### config.mk
export PLATFORM = sky130hd
export DESIGN_NAME = linear_probe_hash_table_core_flat
export DESIGN_NICKNAME = d
export VERILOG_FILES = /design/src/rtl/core/lph_pkg.sv /design/src/rtl/core/lph_if.sv /design/src/rtl/core/lph_hash.sv /design/src/rtl/core/linear_probe_hash_table_core.sv /design/src/flat_wrapper.sv
export VERILOG_INCLUDE_DIRS = /design/src /design/src/rtl/core
export SDC_FILE = /design/constraint.sdc
export NUM_CORES = 1
export LEC_CHECK = 0
export BUFFER_PORTS_ARGS = -buffer_cell sky130_fd_sc_hd__buf_2
export CORE_MARGIN = 1
export CORE_UTILIZATION = 45
export CTS_CLUSTER_DIAMETER = 80
export DETAILED_ROUTE_END_ITERATION = 7
export HOLD_SLACK_MARGIN = 0.06
export PLACE_DENSITY = 0.59
export SLEW_MARGIN = 10
export SYNTH_ARGS = -nofsm -noshare
export SYNTH_HDL_FRONTEND = slang
export SYNTH_HIERARCHICAL = 1
export SYNTH_SLANG_ARGS = --single-unit
### constraint.sdc
create_clock -name clk_i -period 18.4 [get_ports clk_i]
set_input_delay 0.92 -clock clk_i [delete_from_list [all_inputs] [get_ports clk_i]]
set_output_delay 0.92 -clock clk_i [all_outputs]
set_load 0.01 [all_outputs]
### src/rtl/core/linear_probe_hash_table_core_defines.svh
// assertion macros for the hash table core
`ifndef LINEAR_PROBE_HASH_TABLE_CORE_DEFINES_SVH
`define LINEAR_PROBE_HASH_TABLE_CORE_DEFINES_SVH
// assert that a implies b at the same edge
`define LPH_ASSERT_IMP(label, clk, rst_n, a, b) \
  label: assert property (@(posedge clk) disable iff (!rst_n) (a) |-> (b)) \
    else $error("assertion failed");
// assert that a implies b at the next edge
`define LPH_ASSERT_NEXT(label, clk, rst_n, a, b) \
  label: assert property (@(posedge clk) disable iff (!rst_n) (a) |=> (b)) \
    else $error("assertion failed");
`endif

### src/rtl/core/lph_pkg.sv
// package for the hash table core: widths, codes, hash constants
package lph_pkg;
  localparam int unsigned SlotBits = 4;
  localparam int unsigned Slots = 16;
  localparam int unsigned KeyBytes = 8;
  localparam int unsigned ValueBits = 32;
  localparam logic [63:0] FnvBasis = 64'hCBF29CE484222325;
  localparam logic [63:0] FnvMult = 64'h00000100000001B3;

  localparam logic [2:0] StUpdated = 3'd0;
  localparam logic [2:0] StInserted = 3'd1;
  localparam logic [2:0] StFound = 3'd2;
  localparam logic [2:0] StNotFound = 3'd3;
  localparam logic [2:0] StInvalid = 3'd4;
  localparam logic [2:0] StFull = 3'd5;

  typedef struct packed {
    logic        kind;
    logic [63:0] key_bytes;
    logic [3:0]  key_length;
    logic [31:0] write_value;
  } req_t;

  typedef struct packed {
    logic [2:0]  status;
    logic [31:0] read_value;
    logic [3:0]  slot_index;
  } rsp_t;
endpackage

### src/rtl/core/lph_if.sv
// valid/ready channel interface carrying one word
interface lph_if #(parameter type T = logic) ();
  logic valid;
  logic ready;
  T     data;
  modport source (output valid, output data, input ready);
  modport sink (input valid, input data, output ready);
endinterface

### src/rtl/core/lph_hash.sv
// iterative fnv-1a hash: one byte through a shared shift-add multiply per cycle
module lph_hash (
  input  logic        clk_i,
  input  logic        rst_ni,
  input  logic        start_i,
  input  logic [63:0] key_i,
  input  logic [3:0]  len_i,
  output logic        done_o,
  output logic [63:0] hash_o
);
  logic [63:0] h_q, h_d;
  logic [3:0]  cnt_q, cnt_d;
  logic        busy_q, busy_d;
  logic [63:0] x;
  logic [7:0]  b;

  // byte select and mix; the fnv prime is 2^40 + 0x1b3, so shifts and adds
  always_comb begin
    b = key_i[{cnt_q[2:0], 3'b000} +: 8];
    x = h_q ^ {56'd0, b};
    h_d = h_q;
    cnt_d = cnt_q;
    busy_d = busy_q;
    if (start_i) begin
      h_d = lph_pkg::FnvBasis;
      cnt_d = 4'd0;
      busy_d = 1'b1;
    end else if (busy_q) begin
      if (cnt_q == len_i) begin
        busy_d = 1'b0;
      end else begin
        h_d = (x << 40) + (x << 8) + (x << 7) + (x << 5) + (x << 4) + (x << 1) + x;
        cnt_d = cnt_q + 4'd1;
      end
    end
  end

  always_ff @(posedge clk_i or negedge rst_ni) begin
    if (!rst_ni) begin
      busy_q <= 1'b0;
      cnt_q <= 4'd0;
    end else begin
      busy_q <= busy_d;
      cnt_q <= cnt_d;
    end
  end

  always_ff @(posedge clk_i) begin
    h_q <= h_d;
  end

  assign done_o = busy_q && (cnt_q == len_i);
  assign hash_o = h_q;
endmodule

### src/rtl/core/linear_probe_hash_table_core.sv
// top level of the hash table core: sequencer, slot store and result register
//  channel  dir  word   fields
//  req      in   req_t  kind key_bytes key_length write_value
//  rsp      out  rsp_t  status read_value slot_index
//  cfg      in   5 bit  load_limit via cfg_we_i / cfg_data_i
// one word is accepted, then hashed over key_length (clamped to 8) bytes with
// one multiply each before the hash is handed over, then probed one slot at a
// time (up to 16, then it gives up on a full table), and its result is held
// until rsp is taken; a set with zero value goes straight to the result.
// reset empties the table at once through per-slot used bits.
// req is not ready while a word is at work or a result waits to be taken.
`include "linear_probe_hash_table_core_defines.svh"
module linear_probe_hash_table_core (
  input  logic       clk_i,
  input  logic       rst_ni,
  input  logic       cfg_we_i,
  input  logic [4:0] cfg_data_i,
  lph_if.sink        req,
  lph_if.source      rsp
);
  typedef enum logic [3:0] {
    S_IDLE  = 4'b0001,
    S_HASH  = 4'b0010,
    S_PROBE = 4'b0100,
    S_OUT   = 4'b1000
  } state_e;

  state_e state_q, state_d;
  lph_pkg::req_t req_q;
  lph_pkg::rsp_t rsp_q, rsp_d;
  logic [4:0] limit_q, count_q, count_d;
  logic [15:0] used_q, used_d;
  logic [63:0] key_q [16];
  logic [3:0] len_q [16];
  logic [31:0] val_q [16];
  logic [3:0] idx_q, idx_d;
  logic [4:0] n_q, n_d;
  logic wr_new, wr_val;
  logic [3:0] len_c;
  logic [63:0] mask_c, key_c;
  logic hash_start;
  logic hash_done;
  logic [63:0] hash;
  logic hit;

  // length clamp and key masking of the incoming word
  always_comb begin
    len_c = (req.data.key_length > 4'd8) ? 4'd8 : req.data.key_length;
    mask_c = (len_c >= 4'd8) ? '1 : ((64'd1 << {len_c, 3'b000}) - 64'd1);
    key_c = req.data.key_bytes & mask_c;
  end

  assign hash_start = (state_q == S_IDLE) && req.valid && req.ready
                      && (req.data.kind || (req.data.write_value != 32'd0));

  lph_hash u_hash (
    .clk_i(clk_i), .rst_ni(rst_ni), .start_i(hash_start),
    .key_i(req_q.key_bytes), .len_i(req_q.key_length),
    .done_o(hash_done), .hash_o(hash)
  );

  assign req.ready = (state_q == S_IDLE);
  assign rsp.valid = (state_q == S_OUT);
  assign rsp.data = rsp_q;
  assign hit = used_q[idx_q] && (len_q[idx_q] == req_q.key_length)
               && (key_q[idx_q] == req_q.key_bytes);

  // sequencer
  always_comb begin
    state_d = state_q;
    rsp_d = rsp_q;
    idx_d = idx_q;
    n_d = n_q;
    count_d = count_q;
    used_d = used_q;
    wr_new = 1'b0;
    wr_val = 1'b0;
    case (state_q)
      S_IDLE: begin
        if (req.valid) begin
          if (hash_start) begin
            state_d = S_HASH;
          end else begin
            rsp_d = '{status: lph_pkg::StInvalid, read_value: 32'd0, slot_index: 4'd0};
            state_d = S_OUT;
          end
        end
      end
      S_HASH: begin
        if (hash_done) begin
          idx_d = hash[3:0];
          n_d = 5'd0;
          state_d = S_PROBE;
        end
      end
      S_PROBE: begin
        if (n_q == 5'd16) begin
          rsp_d = '{status: req_q.kind ? lph_pkg::StNotFound : lph_pkg::StFull,
                    read_value: 32'd0, slot_index: 4'd0};
          state_d = S_OUT;
        end else if (!used_q[idx_q]) begin
          if (req_q.kind) begin
            rsp_d = '{status: lph_pkg::StNotFound, read_value: 32'd0, slot_index: 4'd0};
          end else if (count_q >= limit_q || count_q >= 5'd16) begin
            rsp_d = '{status: lph_pkg::StFull, read_value: 32'd0, slot_index: 4'd0};
          end else begin
            wr_new = 1'b1;
            used_d[idx_q] = 1'b1;
            count_d = count_q + 5'd1;
            rsp_d = '{status: lph_pkg::StInserted, read_value: 32'd0, slot_index: idx_q};
          end
          state_d = S_OUT;
        end else if (hit) begin
          if (req_q.kind) begin
            rsp_d = '{status: lph_pkg::StFound, read_value: val_q[idx_q], slot_index: idx_q};
          end else begin
            wr_val = 1'b1;
            rsp_d = '{status: lph_pkg::StUpdated, read_value: 32'd0, slot_index: idx_q};
          end
          state_d = S_OUT;
        end else begin
          idx_d = idx_q + 4'd1;
          n_d = n_q + 5'd1;
        end
      end
      S_OUT: begin
        if (rsp.ready) state_d = S_IDLE;
      end
      default: state_d = S_IDLE;
    endcase
  end

  always_ff @(posedge clk_i or negedge rst_ni) begin
    if (!rst_ni) begin
      state_q <= S_IDLE;
      count_q <= 5'd0;
      used_q <= 16'd0;
      limit_q <= 5'd8;
    end else begin
      state_q <= state_d;
      count_q <= count_d;
      used_q <= used_d;
      if (cfg_we_i) limit_q <= cfg_data_i;
    end
  end

  // payload and slot store
  always_ff @(posedge clk_i) begin
    rsp_q <= rsp_d;
    idx_q <= idx_d;
    n_q <= n_d;
    if (state_q == S_IDLE) begin
      req_q <= '{kind: req.data.kind, key_bytes: key_c, key_length: len_c,
                 write_value: req.data.write_value};
    end
    if (wr_new) begin
      key_q[idx_q] <= req_q.key_bytes;
      len_q[idx_q] <= req_q.key_length;
    end
    if (wr_new || wr_val) val_q[idx_q] <= req_q.write_value;
  end

  `LPH_ASSERT_IMP(a_count_max, clk_i, rst_ni, 1'b1, count_q <= 5'd16)
  `LPH_ASSERT_NEXT(a_insert_count, clk_i, rst_ni, wr_new, count_q == $past(count_q) + 5'd1)
  `LPH_ASSERT_IMP(a_hash_busy, clk_i, rst_ni, hash_done, state_q == S_HASH)
  `LPH_ASSERT_IMP(a_ins_empty, clk_i, rst_ni, wr_new, !used_q[idx_q])
endmodule

### src/flat_wrapper.sv
// flat-port wrapper written by rule: the top's interface ports become plain ports
module linear_probe_hash_table_core_flat 
  (clk_i, rst_ni, cfg_we_i, cfg_data_i, req_valid, req_data, req_ready, rsp_valid, rsp_data, rsp_ready);
  lph_if #(.T(lph_pkg::req_t)) req_i ();
  lph_if #(.T(lph_pkg::rsp_t)) rsp_i ();
  input  logic clk_i;
  input  logic rst_ni;
  input  logic cfg_we_i;
  input  logic [4:0] cfg_data_i;
  input wire logic [$bits(req_i.valid)-1:0] req_valid;
  input wire logic [$bits(req_i.data)-1:0] req_data;
  output wire logic [$bits(req_i.ready)-1:0] req_ready;
  output wire logic [$bits(rsp_i.valid)-1:0] rsp_valid;
  output wire logic [$bits(rsp_i.data)-1:0] rsp_data;
  input wire logic [$bits(rsp_i.ready)-1:0] rsp_ready;
  assign req_i.valid = req_valid;
  assign req_i.data = req_data;
  assign req_ready = req_i.ready;
  assign rsp_valid = rsp_i.valid;
  assign rsp_data = rsp_i.data;
  assign rsp_i.ready = rsp_ready;
  linear_probe_hash_table_core u_core (.clk_i(clk_i), .rst_ni(rst_ni), .cfg_we_i(cfg_we_i), .cfg_data_i(cfg_data_i), .req(req_i), .rsp(rsp_i));
endmodule
==> flow_summary_export.csv <==
group,metric,value,unit
outcome,outcome,"completed",
setup_path,worst-r2r-setup-slack,10.95,ns
pwr,switching_share,26.9,%
pwr,pwr-share-seq,53.9,%
drt,vias,35800,
drt,drc,0,
sta,setup_tns,0,ns
sta,finalHoldViolations,0,
sta,slew_headroom,15.1,%
cells_and_area,synthToLayoutAreaGrowth,13.3,%
pwr,p_per_area,128,nW/µm²
setup_path,crit_cells,15,
setup_path,cp-start-kind,"register",
cts,insertion_delay,0.85,ns
sta,setup_viol,0,
setup_path,cp_slowest_stage_delay,0.80,ns
drt,drt_iter0_drc,4026,
global_route,overflow,0,
setup_path,crit_chain,"buf_4 > buf_4 > buf_4 > mux4_2 > mux2i_1 > xor2_1 > mux2i_1 > or4_1 > nor3b_1 > nand4_1 > nor4_2 > a31oi_4 > buf_4 > nor3_4 > buf_4",
yosys,syn_area,71300,µm²
global_route,grt_start_max_net_pins,113,
setup_path,critPathKind,"reg -> reg",
yosys,avgSynthCellArea,20.6,µm²
global_route,antenna_found_initial,9,
setup_path,crit_top_cell,"buf_4",
placement,dp_hpwl,109000,µm
sta,hold-worst-slack,0.190,ns
setup_path,cp.arrival,7.94,ns
setup_path,crit_buf_inv,5,
yosys,synth-warning-count,6,
yosys,synth_nets,3597,
setup_path,worstPathMaxFanout,55,
global_route,grtUsageTotal,23.5,%
global_route,grt_pass1_wl,264000,µm
pwr,comb_power_share,11.0,%
cts,post_cts_resize_count,0,
die,die-area,160000,µm²
cts,cts_tree,"done",
cts,clkSlewWorstSetupHoldPaths,0.06,ns
setup_path,rr_endpoint,"u_core/val_q[4][1]$_DFFE_PP_",
cts,hold_buffers,0,
cells_and_area,drive_gt1_share,26.9,%
drt,drt_pre_antenna_iters,6,
cts,clockBufferDepth,3,
drt,drt-vias-per-instance,6.02,
cts,cts.sinks,1792,
sta,setup_ws,10.95,ns
sta,fin_worst_skew,0.0827,ns
cts,cts_setup_buffers,0,
sta,grt_setup_unrepaired,"false",
cts,cts_buffers,183,
cts,htree_levels,4,
placement,place_congestion,0.913,
die,die_h,400,µm
drt,wl_per_cell,31.3,µm
setup_path,worst_path_max_delay_cell,"buf_4",
sta,drv_slew,0,
sta,worst-slew-pin-transition,1.24,ns
pwr,pwr-share-clk,35.1,%
die,die_w,400,µm
hold_path,hp-class,"in -> async",
sta,layout_min_cycle_time,7.45,ns
global_route,grt_pass1_vias,35200,
setup_path,worstPathRequired,18.89,ns
cells_and_area,nets,3869,
cts,cts-root-buf,"clkbuf_16",
die,start_util,45.5,%
setup_path,crit_end,"u_core/val_q[4][1]$_DFFE_PP_",
cells_and_area,final_core_util,51.5,%
pwr,leakage,26.4,nW
pwr,p_int,0.00754,W
run,max-cap-violations,0,
drt,routed_wl,186000,µm
pwr,p_switching,0.00277,W
sta,finalCritPeriodShare,40.5,%
yosys,netlist_instances,3468,
drt,ant_nets,0,
sta,fmax,134,MHz
die,num_io_pins,152,
placement,portBuffers,151,
setup_path,rr_worst_depth,15,
die,placementRows,145,
pwr,p_total,0.0103,W
cells_and_area,nFillCells,12500,
die,core,157000,µm²
placement,dp_slack,10.88,ns
pwr,ir_drop,0.332,mV
setup_path,worstSetupEndpointType,"register",
setup_path,cp_top_family,"buffers and inverters",
## cell usage in the layout (no fill, tap or decap), types with 40 or more instances in the layout
cell type and count:
edfxtp_1 1749, mux4_2 392, clkbuf_16 183, mux2i_1 168
buf_2 151, buf_4 113, nand2_1 84, nor2b_1 69
nor2_1 57, xnor2_1 54, mux2_2 45, a22oi_1 45
clkbuf_1 43, and3_1 40
## area by class of cell
class	instances	area [µm²]	area share (%)
inverter	40	153	0.189
clock inverter	103	1100	1.36
clock buffer	230	4800	5.94
timing repair buffer	268	1680	2.09
sequential	1792	53600	66.3
multi-input combinational	1455	16900	20.9
tap	2058	2570	3.19
antenna	1	2.50	0.00310
## registers in the layout (all words and copies together), names as in the netlist, named ones only
register              cells
u_core/state_q            4
u_core/n_q                5
u_core/len_q             64
u_core/limit_q            5
u_core/val_q            512
u_core/rsp.data          39
u_core/idx_q              4
u_core/u_hash/cnt_q       4
u_core/u_hash/hash_o      4
u_core/key_q           1024
u_core/count_q            5
u_core/u_hash/busy_q      1
u_core/used_q            16
u_core/req_q            101
## layer usage
metal / wire, µm / global-route usage (%) / vias up
met5: 0 / 0 / -
met4: 3740 / 5.40 / 0
met3: 14600 / 4.23 / 251
met2: 87900 / 36.6 / 1475
met1: 79700 / 34.5 / 19200
li1: - / - / 14900
## through the flow
step,area [µm²],instances
after global placement,74800,5612
after global routing,80800,5946
after CTS,80700,5945
after floorplan,71300,3468
after detailed placement,74800,5612
final,80800,5947
## power groups by stage
stage          sequential (W)  clock, W  combinational, W
2_1_floorplan         0.00555         0          0.000572
3_3_place_gp          0.00562         0           0.00112
3_5_place_dp          0.00564         0           0.00113
4_1_cts               0.00555   0.00368           0.00113
5_1_grt               0.00559   0.00385           0.00120
6_report              0.00555   0.00362           0.00113
## worst min-delay path by stage
stage                                              from                             to  slack [ns]
after global routing                             rst_ni  u_core/state_q[1]$_DFFE_PN0P_        0.23
after global placement     u_core/used_q[9]$_DFFE_PN0P_   u_core/used_q[9]$_DFFE_PN0P_        0.45
after floorplan           u_core/used_q[10]$_DFFE_PN0P_  u_core/used_q[10]$_DFFE_PN0P_        0.43
after CTS                                        rst_ni  u_core/state_q[1]$_DFFE_PN0P_        0.15
final                                            rst_ni  u_core/state_q[1]$_DFFE_PN0P_        0.19
after detailed placement   u_core/used_q[6]$_DFFE_PN0P_   u_core/used_q[6]$_DFFE_PN0P_        0.45
## worst reg2reg max path, cell delays in order, from the launching register on
cell and delay (ns):
dfxtp_4 0.33, buf_4 0.75, buf_4 0.75, buf_4 0.86
mux4_2 0.62, mux2i_1 0.18, xor2_1 0.22, mux2i_1 0.16
or4_1 0.57, nor3b_1 0.21, nand4_1 0.14, nor4_2 0.57
a31oi_4 0.24, buf_4 0.31, nor3_4 0.76, buf_4 0.45
Note: power is estimated with default switching activity, not from simulation.
